## config.mk

```make
export PLATFORM = sky130hd
export DESIGN_NAME = dhfk_ctrl
export DESIGN_NICKNAME = d
export VERILOG_FILES = /design/src/rtl/core/dhfk_pkg.sv /design/src/rtl/core/dhfk_ctrl.sv
export SDC_FILE = /design/constraint.sdc
export NUM_CORES = 1
export LEC_CHECK = 0
export BUFFER_PORTS_ARGS = -buffer_cell sky130_fd_sc_hd__buf_2
export CAP_MARGIN = 20
export CELL_PAD_IN_SITES_DETAIL_PLACEMENT = 0
export CELL_PAD_IN_SITES_GLOBAL_PLACEMENT = 2
export CORE_MARGIN = 10
export CORE_UTILIZATION = 33
export DETAILED_ROUTE_END_ITERATION = 8
export HOLD_SLACK_MARGIN = 0.02
export PLACE_DENSITY = 0.83
export SLEW_MARGIN = 5
export SYNTH_ARGS = -nofsm -noshare
export SYNTH_HDL_FRONTEND = slang
export SYNTH_SLANG_ARGS = --single-unit
export TNS_END_PERCENT = 1
```

## constraint.sdc

```tcl
create_clock -name clk -period 2.43 [get_ports clk]
set_input_delay 0.1215 -clock clk [delete_from_list [all_inputs] [get_ports clk]]
set_output_delay 0.1215 -clock clk [all_outputs]
set_load 0.05 [all_outputs]
```

## src/rtl/core/dhfk_pkg.sv

```systemverilog
// Shared types, constants and a helper function for the DH forward kinematics core.
package dhfk_pkg;

    localparam int MaxJoints   = 8;
    localparam int CordicSteps = 16;
    localparam int AtanCount   = 30;
    localparam int CordicRuns  = (CordicSteps < AtanCount) ? CordicSteps : AtanCount;
    localparam int JcntW       = (MaxJoints > 1) ? $clog2(MaxJoints) : 1;
    localparam int StepW       = $clog2(AtanCount + 1);

    localparam logic signed [33:0] Q30One     = 34'sd1073741824;
    localparam logic signed [33:0] PiQ30      = 34'sd3373259426;
    localparam logic signed [33:0] HalfPiQ30  = 34'sd1686629713;
    localparam logic signed [33:0] CordicGain = 34'sh026DD3B6A;

    typedef struct packed {
        logic signed [15:0] joint_angle;
        logic signed [31:0] link_offset;
        logic signed [31:0] link_length;
        logic signed [15:0] link_twist;
        logic               final_joint;
    } dhfk_in_t;

    typedef struct packed {
        logic [2:0]         joint_number;
        logic [1:0]         row_number;
        logic signed [31:0] rot_col0;
        logic signed [31:0] rot_col1;
        logic signed [31:0] rot_col2;
        logic signed [31:0] position;
        logic               pos_saturated;
        logic               last_row;
    } dhfk_out_t;

    // Datapath operations chosen by the controller.
    typedef enum logic [2:0] {
        OP_NONE   = 3'd0,
        OP_LOAD   = 3'd1,   // capture item, start CORDIC on theta and alpha
        OP_CORDIC = 3'd2,   // one CORDIC iteration on both angles
        OP_LOCAL  = 3'd3,   // one local transform product
        OP_MAC    = 3'd4,   // one running product term
        OP_COMMIT = 3'd5    // update running product and counter
    } dhfk_op_t;

    typedef struct packed {
        dhfk_op_t   op;
        logic [3:0] sel;    // local product index or row/column index
        logic [1:0] term;   // MAC term within a dot product
        logic [StepW-1:0] step;
    } dhfk_cmd_t;

    typedef struct packed {
        logic final_joint;
    } dhfk_stat_t;

    function automatic logic signed [33:0] atan_q30(input logic [StepW-1:0] i);
        logic signed [33:0] v;
        case (i)
            5'd0:  v = 34'sh03243F6A8;
            5'd1:  v = 34'sh01DAC6705;
            5'd2:  v = 34'sh00FADBAFC;
            5'd3:  v = 34'sh007F56EA6;
            5'd4:  v = 34'sh003FEAB76;
            5'd5:  v = 34'sh001FFD55B;
            5'd6:  v = 34'sh000FFFAAA;
            5'd7:  v = 34'sh0007FFF55;
            5'd8:  v = 34'sh0003FFFEA;
            5'd9:  v = 34'sh0001FFFFD;
            5'd10: v = 34'sh0000FFFFF;
            5'd11: v = 34'sh00007FFFF;
            5'd12: v = 34'sh00003FFFF;
            5'd13: v = 34'sh00001FFFF;
            5'd14: v = 34'sh00000FFFF;
            5'd15: v = 34'sh000007FFF;
            5'd16: v = 34'sh000003FFF;
            5'd17: v = 34'sh000001FFF;
            5'd18: v = 34'sh000000FFF;
            5'd19: v = 34'sh0000007FF;
            5'd20: v = 34'sh0000003FF;
            5'd21: v = 34'sh0000001FF;
            5'd22: v = 34'sh0000000FF;
            5'd23: v = 34'sh00000007F;
            5'd24: v = 34'sh00000003F;
            5'd25: v = 34'sh00000001F;
            5'd26: v = 34'sh00000000F;
            5'd27: v = 34'sh000000008;
            5'd28: v = 34'sh000000004;
            5'd29: v = 34'sh000000002;
            default: v = '0;
        endcase
        return v;
    endfunction

endpackage

```

## src/rtl/core/dhfk_ctrl.sv

```systemverilog
// Controller state machine that sequences the DH forward kinematics datapath.
module dhfk_ctrl
(
    input  logic                clk,
    input  logic                rst_n,
    input  logic                in_fire,
    input  logic                out_free,
    input  dhfk_pkg::dhfk_stat_t stat,
    output dhfk_pkg::dhfk_cmd_t cmd,
    output logic                busy,
    output logic                emit
);
    import dhfk_pkg::*;

    typedef enum logic [5:0] {
        S_IDLE   = 6'b000001,
        S_CORDIC = 6'b000010,
        S_LOCAL  = 6'b000100,
        S_MAC    = 6'b001000,
        S_EMIT   = 6'b010000,
        S_COMMIT = 6'b100000
    } state_t;

    state_t           state_reg, state_next;
    logic [StepW-1:0] step_reg, step_next;
    logic [3:0]       sel_reg, sel_next;
    logic [1:0]       term_reg, term_next;

    // State register and counters.
    always_ff @(posedge clk or negedge rst_n)
    begin
        if (!rst_n)
        begin
            state_reg <= S_IDLE;
            step_reg  <= '0;
            sel_reg   <= '0;
            term_reg  <= '0;
        end
        else
        begin
            state_reg <= state_next;
            step_reg  <= step_next;
            sel_reg   <= sel_next;
            term_reg  <= term_next;
        end
    end

    // Next state and command decode. MAC covers 3 rows x 4 columns x 3 terms;
    // each row is emitted once its four dot products are done.
    always_comb
    begin
        state_next = state_reg;
        step_next  = step_reg;
        sel_next   = sel_reg;
        term_next  = term_reg;
        cmd.op     = OP_NONE;
        cmd.sel    = sel_reg;
        cmd.term   = term_reg;
        cmd.step   = step_reg;
        busy       = 1'b1;
        emit       = 1'b0;
        case (state_reg)
            S_IDLE:
            begin
                busy = 1'b0;
                if (in_fire)
                begin
                    cmd.op     = OP_LOAD;
                    step_next  = '0;
                    state_next = S_CORDIC;
                end
            end
            S_CORDIC:
            begin
                cmd.op    = OP_CORDIC;
                step_next = step_reg + 1'b1;
                if (step_reg == StepW'(CordicRuns - 1))
                begin
                    sel_next   = '0;
                    state_next = S_LOCAL;
                end
            end
            S_LOCAL:
            begin
                cmd.op   = OP_LOCAL;
                sel_next = sel_reg + 1'b1;
                if (sel_reg == 4'd5)
                begin
                    sel_next   = '0;
                    term_next  = '0;
                    state_next = S_MAC;
                end
            end
            S_MAC:
            begin
                cmd.op    = OP_MAC;
                term_next = term_reg + 1'b1;
                if (term_reg == 2'd2)
                begin
                    term_next = '0;
                    sel_next  = sel_reg + 1'b1;
                    if (sel_reg[1:0] == 2'd3)
                        state_next = S_EMIT;
                end
            end
            S_EMIT:
            begin
                if (out_free)
                begin
                    emit = 1'b1;
                    if (sel_reg == 4'd12)
                        state_next = S_COMMIT;
                    else
                        state_next = S_MAC;
                end
            end
            S_COMMIT:
            begin
                cmd.op     = OP_COMMIT;
                state_next = S_IDLE;
            end
            default:
            begin
                state_next = S_IDLE;
            end
        endcase
    end

    logic unused_final;
    assign unused_final = stat.final_joint;

endmodule

```

==> results.md <==
* Status: complete, no violations
* Worst path bufs/invs at 1
* I/O pin total at 21
* Synthesized cell area at 0.00102 mm²
* Critical Path Source: state_reg[1]$_DFFE_PN0P_
* HP Start: out_free
* Yosys warning count at 0
* Vias in the first global route at 828
* Max Cap Viol at 0
* Part of the Yosys area used for sequential elements at 0.417
* Worst-path fanout max at 6
* Post-layout net count at 133
* Share of cells above drive strength 1 at 0.254
* Clk sink count at 17
* Vias per cell at around 5.4
* Die footprint at about 0.0057 mm²
* Leakage power total at around 0.57 nW
* Final slew viol count at 0
* Die X at approximately 76 µm
* Post-Route WL at between 2000 and 2500 µm
* ANT cells at 0
* WP data arrival at roughly 2.2 ns
* Placed insts at 150
* Routed Antenna Nets at 0
* RSZ-0062 raised after global routing: false
* DP HPWL at about 1800 µm
* Crit path max-delay family: simple AND/OR/NAND/NOR gates
* Initial Util at 0.341
* Final Non-Filler Cells at around 160
* Avg Cell Area, Syn at just over 10 µm²
* Setup TNS at 0 ns
* IO buf count at 19
* Gate Count Post-Synth at about 100
* PwrDens at ~1000 mW/mm²
* Initial DRT Pass Iterations at 4
* Gpl congestion at 0.735
* Worst vdd ir at 0.000475 V
* Hold Fails Final Rpt at 0
* Worst Setup End Kind: output pin
* Insertion delay of the later-clocked pin in the worst-skew pair at 0.29 ns
* Vias post-DR at about 840
* Post-route DRC at 0
* Post-CTS Setup Bufs at 0
* Final setup vio count at 0
* Die Y at roughly 76 µm
* Fill cells at 323
* RR Startpoint: state_reg[3]$_DFFE_PN0P_
* CTS Root Cell: clkbuf_4
* Total GRT Usage at 0.0833
* Resize count post-CTS at 0
* Wire per inst at 14.8 µm
* Clock skew at 0.0114 ns
* Global-route wire length before repair at 3790 µm
* H-tree Lvls at 1
* Worst Hold Class: primary input to flip-flop
* Ys flop type: dfrtp_1
* Area of the core at 0.00300 mm²
* Seq cells post-synth at 17
* CTS tree: built
* Setup CP Type: flip-flop to output pin
* Final period util at 0.945
* Slowest stage delay, CP at 0.56 ns
* Post-layout min period at roughly 2.3 ns
* Startpoint Class: flip-flop
* Post-synth net total at between 100 and 150
* Initial antenna violation count at 0
* Setup ws final at approximately 0.13 ns
* Area delta synth->final at 15.2%
* GRT overflow at 0
* CTS clk-pin slew, worst paths at 0.11 ns
* Post-synth EDFFs at 0
* DR iter-0 viols at 43
* Async set-reset flop share out of synthesis at 1.00
* Slew at the pin closest to its max-slew limit at between 0.6 and 0.7 ns
* Crit-path slowest cell: nor4b_1
* FMAX at between 0.4 and 0.5 GHz
* Count of cell types in the netlist at 47
* Largest register FFs at 6
* Crit-path cells: or3_4, nor4b_1, and2_1, buf_2
* Dpl ws at slightly below 0.5 ns
* Largest net degree at the start of global routing at 18
* WP data required at 2.31 ns
* CTS max path bufs at 2
* Row Count at 20
* Max-slew headroom at 0.593
* Num CTS Buffers at 3
==> synth_stat cells, types with 2 or more instances <==
cell type,count,area (µm²)
dfrtp_1,16,400
nand3_1,9,45.0
inv_1,6,22.5
ha_1,5,62.6
nand2_1,4,15.0
nor2_1,4,15.0
nor2b_1,3,18.8
nor3_1,3,15.0
o21ai_1,3,15.0
a21o_1,2,15.0
a22o_1,2,17.5
and4_1,2,17.5
clkbuf_1,2,7.51
nand4_1,2,12.5
o211ai_1,2,15.0
o2bb2ai_1,2,17.5
o31ai_1,2,15.0
xnor2_1,2,17.5
xor2_1,2,17.5
==> power by group <==
part	internal, W	total [W]	leakage (nW)	switching [W]
registers	0.000344	0.000421	0.230	0.0000765
logic	0.000175	0.000604	0.325	0.000429
clock network	0.0000611	0.000153	0.0177	0.0000916
total	0.000580	0.00118	0.573	0.000597
==> area by class of cell <==
type / count / area, µm² / area share
clock buffers: 3 / 22.5 / 0.0191
clock inverters: 1 / 5.00 / 0.00425
inverters: 6 / 22.5 / 0.0191
multi-input cells: 75 / 556 / 0.471
flip-flops and latches: 17 / 427 / 0.362
well taps: 33 / 41.3 / 0.0350
repair buffers: 20 / 105 / 0.0892
==> logic make-up (layout without fill, tap and decap cells) <==
group | Yosys count | in the layout | synth area share
AO/OA/AOI/OAI | 23 | 23 | 0.174
XOR/XNOR | 4 | 4 | 0.0342
adder cells (fa/ha/maj) | 5 | 5 | 0.0611
buffers and inverters | 9 | 30 | 0.0403
flip-flops | 17 | 17 | 0.417
multiplexers | 2 | 2 | 0.0208
AND/OR/NAND/NOR | 41 | 41 | 0.253
==> path summary, 6_finish.rpt <==
path	to	slack (ns)	cells after the start
setup / recovery	emit	0.13	4
hold / removal	state_reg[4]$_DFFE_PN0P_	0.06	2
setup reg to reg	step_reg[2]$_DFFE_PN0P_	0.54	4
hold reg to reg	step_reg[4]$_DFFE_PN0P_	0.52	1
max in group asynchronous	state_reg[0]$_DFFE_PN1P_	1.85	2
min in group asynchronous	sel_reg[2]$_DFFE_PN0P_	0.27	2
==> cells in the final DEF, fill, tap and decap left out, types with 2 or more instances in the layout <==
master,instances
a21o_1,2
and4_1,2
nor2_1,4
nand2_1,4
xor2_1,2
xnor2_1,2
ha_1,5
a22o_1,2
nand4_1,2
nor3_1,3
nand3_1,9
clkbuf_4,3
nor2b_1,3
o31ai_1,2
buf_2,19
o21ai_1,3
dfrtp_1,16
o211ai_1,2
inv_1,6
o2bb2ai_1,2
==> metrics by stage <==
stage                     hold slack [ns]   util  cell area (µm²)  power [W]
after floorplan                    -0.174      -             1020   0.000895
after global placement             0.0689  0.380             1140    0.00103
after detailed placement           0.0720  0.380             1140    0.00103
after CTS                          0.0484  0.393             1180    0.00119
after global routing               0.0571  0.393             1180    0.00126
final                              0.0603  0.393             1180    0.00118
==> worst reg2reg max path, delay by kind of cell (launching register included) <==
family          cells  cell delay (ns)
simple gates        2             0.93
compound gates      1             0.18
mux                 1             0.19
flops               1             0.48
==> timing repair <==
item,in CTS,in global routing
hold buffers,1,0
endpoints found under the hold margin,16,0
endpoints found under the setup margin,0,0
==> layer usage <==
metal  routed length [µm]  GRT usage  vias up
li1                     -          -      428
met1                 1180      0.114      399
met2                  987      0.125       13
met3                  117     0.0221        2
met4                   13     0.0247        0
met5                    0          0        -
Note: power is estimated with default switching activity, not from simulation.
